## src/rtl/core/lca_pkg.sv

```systemverilog
`timescale 1ns / 1ps
// shared types and constants for the lca binary lifting engine
// no dependencies
package lca_pkg;

    localparam int MAX_NODES  = 1024;
    localparam int LOG_LEVELS = 10;
    localparam int ID_W       = 10;
    localparam int LV_W       = 4;
    localparam int CNT_W      = 11;
    localparam int JADDR_W    = LV_W + ID_W;
    localparam int SUM_W      = 12;
    localparam int DEPTH_MAX  = 1023;

    localparam logic [1:0] OP_LOAD  = 2'd0;
    localparam logic [1:0] OP_BUILD = 2'd1;
    localparam logic [1:0] OP_QUERY = 2'd2;

    typedef enum logic [4:0] {
        ST_IDLE, ST_DISPATCH,
        ST_BL_RD1, ST_BL_RD2, ST_BL_WR,
        ST_D_START, ST_D_TOP, ST_D_RD, ST_D_U, ST_D_CHK, ST_D_WR,
        ST_Q_DB, ST_Q_SW, ST_Q_LIFT, ST_Q_LA, ST_Q_EQ,
        ST_Q_R, ST_Q_RB, ST_Q_CMP, ST_Q_FIN, ST_Q_FA, ST_Q_DEP, ST_Q_DD,
        ST_DONE
    } ctl_state_t;

    typedef enum logic [4:0] {
        DP_NOP, DP_CAPTURE, DP_LOAD, DP_B_INIT,
        DP_BL_RD1, DP_BL_RD2, DP_BL_WR,
        DP_D_START, DP_D_TOP, DP_D_RD, DP_D_U, DP_D_CHK, DP_D_WR,
        DP_Q_DA, DP_Q_DB, DP_Q_SW, DP_Q_LIFT, DP_Q_LA, DP_Q_EQ,
        DP_Q_R, DP_Q_RB, DP_Q_CMP, DP_Q_FIN, DP_Q_FA, DP_Q_DEP, DP_Q_DD,
        DP_OUT
    } dp_op_t;

    typedef struct packed {
        dp_op_t op;
    } dp_cmd_t;

    typedef struct packed {
        logic op_build;
        logic op_query;
        logic q_oob;
        logic n_zero;
        logic j_last;
        logic lv_zero;
        logic lv_top;
        logic top;
        logic jrd_ne_u;
        logic diff_zero;
        logic diff_ge;
        logic ab_eq;
    } dp_stat_t;

endpackage

```

## src/rtl/core/lca_controller.sv

```systemverilog
`timescale 1ns / 1ps
// sequencing state machine for load, build and query
// depends on lca_pkg
module lca_controller
(
    input  logic                   clk,
    input  logic                   rst_n,
    input  logic                   in_valid,
    output logic                   in_stall,
    output logic                   out_valid,
    input  logic                   out_stall,
    input  lca_pkg::dp_stat_t      stat,
    output lca_pkg::dp_cmd_t       cmd
);
    import lca_pkg::*;

    ctl_state_t state_reg, state_next;
    logic       out_valid_reg, out_valid_next;
    logic       out_free;

    assign out_free  = !out_valid_reg || !out_stall;
    assign in_stall  = (state_reg != ST_IDLE);
    assign out_valid = out_valid_reg;

    always_ff @(posedge clk or negedge rst_n)
    begin
        if (!rst_n)
        begin
            state_reg     <= ST_IDLE;
            out_valid_reg <= 1'b0;
        end
        else
        begin
            state_reg     <= state_next;
            out_valid_reg <= out_valid_next;
        end
    end

    always_comb
    begin
        state_next = state_reg;
        cmd.op     = DP_NOP;
        out_valid_next = (out_valid_reg && out_stall);
        unique case (state_reg)
            ST_IDLE:
            begin
                if (in_valid)
                begin
                    cmd.op     = DP_CAPTURE;
                    state_next = ST_DISPATCH;
                end
            end
            ST_DISPATCH:
            begin
                if (stat.op_build)
                begin
                    cmd.op     = DP_B_INIT;
                    state_next = stat.n_zero ? ST_DONE : ST_BL_RD1;
                end
                else if (stat.op_query && !stat.q_oob)
                begin
                    cmd.op     = DP_Q_DA;
                    state_next = ST_Q_DB;
                end
                else
                begin
                    cmd.op     = DP_LOAD;
                    state_next = ST_DONE;
                end
            end
            ST_BL_RD1:
            begin
                cmd.op     = DP_BL_RD1;
                state_next = ST_BL_RD2;
            end
            ST_BL_RD2:
            begin
                cmd.op     = DP_BL_RD2;
                state_next = ST_BL_WR;
            end
            ST_BL_WR:
            begin
                cmd.op     = DP_BL_WR;
                state_next = (stat.j_last && stat.lv_top) ? ST_D_START : ST_BL_RD1;
            end
            ST_D_START:
            begin
                cmd.op     = DP_D_START;
                state_next = ST_D_TOP;
            end
            ST_D_TOP:
            begin
                cmd.op = DP_D_TOP;
                if (stat.top)
                begin
                    state_next = stat.j_last ? ST_DONE : ST_D_START;
                end
                else
                begin
                    state_next = ST_D_RD;
                end
            end
            ST_D_RD:
            begin
                cmd.op     = DP_D_RD;
                state_next = ST_D_U;
            end
            ST_D_U:
            begin
                cmd.op     = DP_D_U;
                state_next = ST_D_CHK;
            end
            ST_D_CHK:
            begin
                cmd.op     = DP_D_CHK;
                state_next = stat.lv_zero ? ST_D_WR : ST_D_RD;
            end
            ST_D_WR:
            begin
                cmd.op     = DP_D_WR;
                state_next = stat.j_last ? ST_DONE : ST_D_START;
            end
            ST_Q_DB:
            begin
                cmd.op     = DP_Q_DB;
                state_next = ST_Q_SW;
            end
            ST_Q_SW:
            begin
                cmd.op     = DP_Q_SW;
                state_next = ST_Q_LIFT;
            end
            ST_Q_LIFT:
            begin
                cmd.op = DP_Q_LIFT;
                priority if (stat.diff_zero)
                begin
                    state_next = ST_Q_EQ;
                end
                else if (stat.diff_ge)
                begin
                    state_next = ST_Q_LA;
                end
                else
                begin
                    state_next = ST_Q_LIFT;
                end
            end
            ST_Q_LA:
            begin
                cmd.op     = DP_Q_LA;
                state_next = ST_Q_LIFT;
            end
            ST_Q_EQ:
            begin
                cmd.op     = DP_Q_EQ;
                state_next = stat.ab_eq ? ST_Q_DEP : ST_Q_R;
            end
            ST_Q_R:
            begin
                cmd.op     = DP_Q_R;
                state_next = ST_Q_RB;
            end
            ST_Q_RB:
            begin
                cmd.op     = DP_Q_RB;
                state_next = ST_Q_CMP;
            end
            ST_Q_CMP:
            begin
                cmd.op     = DP_Q_CMP;
                state_next = stat.lv_zero ? ST_Q_FIN : ST_Q_R;
            end
            ST_Q_FIN:
            begin
                cmd.op     = DP_Q_FIN;
                state_next = ST_Q_FA;
            end
            ST_Q_FA:
            begin
                cmd.op     = DP_Q_FA;
                state_next = ST_Q_DEP;
            end
            ST_Q_DEP:
            begin
                cmd.op     = DP_Q_DEP;
                state_next = ST_Q_DD;
            end
            ST_Q_DD:
            begin
                cmd.op     = DP_Q_DD;
                state_next = ST_DONE;
            end
            ST_DONE:
            begin
                if (out_free)
                begin
                    cmd.op         = DP_OUT;
                    out_valid_next = 1'b1;
                    state_next     = ST_IDLE;
                end
            end
            default:
            begin
                state_next = ST_IDLE;
            end
        endcase
    end

endmodule

```

## config.mk

```make
export PLATFORM = sky130hd
export DESIGN_NAME = lca_controller
export DESIGN_NICKNAME = d
export VERILOG_FILES = /design/src/rtl/core/lca_pkg.sv /design/src/rtl/core/lca_controller.sv
export SDC_FILE = /design/constraint.sdc
export NUM_CORES = 1
export LEC_CHECK = 0
export BUFFER_PORTS_ARGS = -buffer_cell sky130_fd_sc_hd__buf_4
export CAP_MARGIN = 10
export CORE_MARGIN = 5
export CORE_UTILIZATION = 55
export DETAILED_ROUTE_END_ITERATION = 8
export HOLD_SLACK_MARGIN = 0.15
export PLACE_DENSITY = 0.88
export SYNTH_ARGS = -nofsm -noshare
export SYNTH_HDL_FRONTEND = slang
export SYNTH_SLANG_ARGS = --single-unit
```

## constraint.sdc

```tcl
create_clock -name clk -period 3.8 [get_ports clk]
set_clock_uncertainty 0.1 [all_clocks]
set_input_delay 0 -clock clk [delete_from_list [all_inputs] [get_ports clk]]
set_output_delay 0 -clock clk [all_outputs]
set_load 0.03 [all_outputs]
```

==> qor.csv <==
stage,metric,value,unit
timing,slew_headroom,50.61,%
floorplan,rows,14,
logic_synthesis,syn_inst,119,
global_routing,antenna_found_initial,0,
timing,maxSlewViolCount,0,
status,status,completed,
logic_synthesis,ys_top_cells_by_count,"nor2_1, o21ai_0, a21oi_1",
routing,ant_nets,0,
clocking,cts_root_buf,clkbuf_4,
timing,fin_setup_tns,0,ns
logic_synthesis,avgSynthCellArea,6.971,µm²
routing,drt_iter0_markers,71,
floorplan,dieArea,2385,µm²
routing,avgViaCountPerCell,6.485,
logic_synthesis,synth_cell_type_count,45,
logic_synthesis,yosys_warnings,0,
timing,tightestPinTransition,0.7409,ns
pwr,p_total,973.7,µW
logic_synthesis,ys_ff_latch,6,
logic_synthesis,ys_top_cells_by_area,"dfrtp_1, o21ai_0, a21oi_1, nor2_1, nand2b_1",
pwr,p_leak,0.0004602,µW
logic_synthesis,ys_seq_area_share,18.10,%
floorplan,die_width,48.84,µm
routing,wl,2711,µm
logic_synthesis,syn_area,829.5,µm²
clocking,cts_setup_buffers,0,
logic_synthesis,synth_edf_count,0,
floorplan,dieHeight,48.84,µm
pwr,pwr_density_cell,871.5,nW/µm²
finish,num-fill-cells,112,
finish,final_nets,165,
finish,syn_to_final_growth,34.69,%
setup_path,critical_path_class,reg2reg,
finish,drive_above_1_share,19.05,%
routing,firstDrtPassIters,4,
pwr,vdd_drop_max,0.0006051,V
finish,ff_latch_area,150.1,µm²
run,maxCapViolations,0,
finish,multi_input_area,611.8,µm²
floorplan,pin_count,23,
global_routing,grt_max_degree,27,
finish,antenna_cells,0,
floorplan,initial_core_util,56.38,%
setup_path,arrival,3.40,ns
clocking,clk_pin_slew,0.05,ns
clocking,cts_buffers,3,
logic_synthesis,async_reset_ff_share,100.0,%
setup_path,crit_required,3.88,ns
timing,rsz0062_at_grt,false,
clocking,htreeDepth,1,
placed_design,dp_hpwl,1738,µm
finish,largest_reg_flops,5,
global_routing,grt-ovfl-total,0,
global_routing,grt_pass1_wl,4671,µm
global_routing,grt_pass1_vias,1065,
timing,clock.fmax,301.3,MHz
setup_path,rr_worst_depth,7,
logic_synthesis,synth_most_common_cell,nor2_1,
setup_path,endpoint_kind,flop,
routing,drc_errors,0,
clocking,clkLatencyLatePin,0.25,ns
routing,vias,1057,
global_routing,grt.total_usage,24.04,%
min_path,hold_path_depth,4,
setup_path,critPathMaxFanout,26,
timing,finalCriticalPeriod,3.319,ns
routing,avgRoutedWirePerCell,16.63,µm
setup_path,start_kind,flop,
timing,hold_viol_final,0,
logic_synthesis,synthFlopType,dfrtp_1,
logic_synthesis,syn_nets,135,
finish,fin_util,75.94,%
clocking,cts_tree,built,
min_path,worstHoldPathType,in2reg,
floorplan,core_area,1471,µm²
clocking,cts_buffer_depth,2,
clocking,numClockSinks,6,
placed_design,finalWeightedCongestion,0.8386,
logic_synthesis,yosysTopAreaCell,dfrtp_1,
logic_synthesis,synth_top_cell_area_share,18.10,%
timing,finalCritPeriodShare,87.35,%
timing,setup_viol,0,
placed_design,port_buffers,21,
[cells in the final DEF, fill, tap and decap left out, types with 2 or more instances in the layout]
master / synthesis / layout
nor2_1: 12 / 12
nand4_1: 2 / 2
nor2b_1: 4 / 4
nor3_1: 2 / 2
o22ai_1: 2 / 2
dlygate4sd3_1: 0 / 14
o32ai_1: 3 / 3
o21ai_0: 11 / 11
buf_4: 0 / 21
nand3_1: 5 / 5
a21oi_1: 10 / 10
and3_1: 2 / 2
clkbuf_4: 0 / 3
nand2_1: 9 / 9
nand2b_1: 6 / 6
nor3b_1: 4 / 4
inv_1: 4 / 4
dfrtp_1: 6 / 6
[what timing repair did]
| item | 4_1_cts | 5_1_grt |
|---|---|---|
| setup endpoints to repair | 0 | 0 |
| hold endpoints to repair | 12 | 0 |
| resized for setup | 0 | 0 |
| hold buffers | 14 | 0 |
[cell type report]
| type | instances | area share, % |
|---|---|---|
| Tap cell | 16 | 1.792 |
| Timing Repair Buffer | 35 | 26.65 |
| Multi-Input combinational cell | 99 | 54.76 |
| Inverter | 4 | 1.344 |
| Sequential cell | 6 | 13.44 |
| Clock buffer | 3 | 2.016 |
[through the flow]
step | hold slack [ns] | cells | cell area [µm²] | worst slack, ns
CTS | 0.1906 | 163 | 1117 | 0.5416
global placement | -0.2947 | 146 | 954.7 | 1.832
floorplan | -0.3956 | 119 | 829.5 | 1.943
finish | 0.2023 | 163 | 1117 | 0.4806
global route | 0.2129 | 163 | 1117 | 0.3420
detailed placement | -0.2879 | 146 | 954.7 | 1.775
[power breakdown]
| part | leakage, µW | total, µW | switching (µW) | internal (µW) |
|---|---|---|---|---|
| sequential | 0.0000761 | 239 | 149 | 90.7 |
| combinational | 0.000370 | 674 | 363 | 311 |
| clock | 0.0000138 | 59.9 | 24.1 | 35.8 |
| total | 0.000460 | 974 | 536 | 438 |
[worst paths after layout]
| kind | start | endpoint | slack, ns |
|---|---|---|---|
| min reg2reg | out_valid$_DFF_PN0_ | out_valid$_DFF_PN0_ | 0.55 |
| min in group asynchronous | rst_n | state_reg[3]$_DFFE_PN0P_ | 0.61 |
| max in group asynchronous | rst_n | state_reg[1]$_DFFE_PN0P_ | 2.76 |
| min | stat[6] | state_reg[3]$_DFFE_PN0P_ | 0.20 |
| max reg2reg | state_reg[2]$_DFFE_PN0P_ | state_reg[1]$_DFFE_PN0P_ | 0.48 |
| max | state_reg[2]$_DFFE_PN0P_ | state_reg[1]$_DFFE_PN0P_ | 0.48 |
[metal layers]
layer  part of all wire, %  wire (µm)  global-route usage (%)  up-vias
li1                      -          -                       -      510
met1                    40       1075                   29.64      463
met2                    49       1317                   39.35       76
met3                   9.3        253                   6.116        8
met4                   2.4         64                   9.865        0
met5                     0          0                       0        -
[critical path, stage by stage (launching register included)]
cell and delay (ns):
dfrtp_1 0.80, and2_1 0.33, o21a_1 0.14, dlygate4sd3_1 0.54, a32oi_1 0.06, dlygate4sd3_1 0.61, o2111ai_1 0.11, dlygate4sd3_1 0.57
[kinds of logic (layout without fill, tap and decap cells)]
logic type	count (synthesis)	count (layout)	synth area share, %
buffers and inverters	14	42	8.144
and+or+nand+nor	54	54	35.75
AOI/OAI and AO/OA	45	45	38.01
DFF	6	6	18.10
No activity file was read; power rests on OpenSTA's default activity.
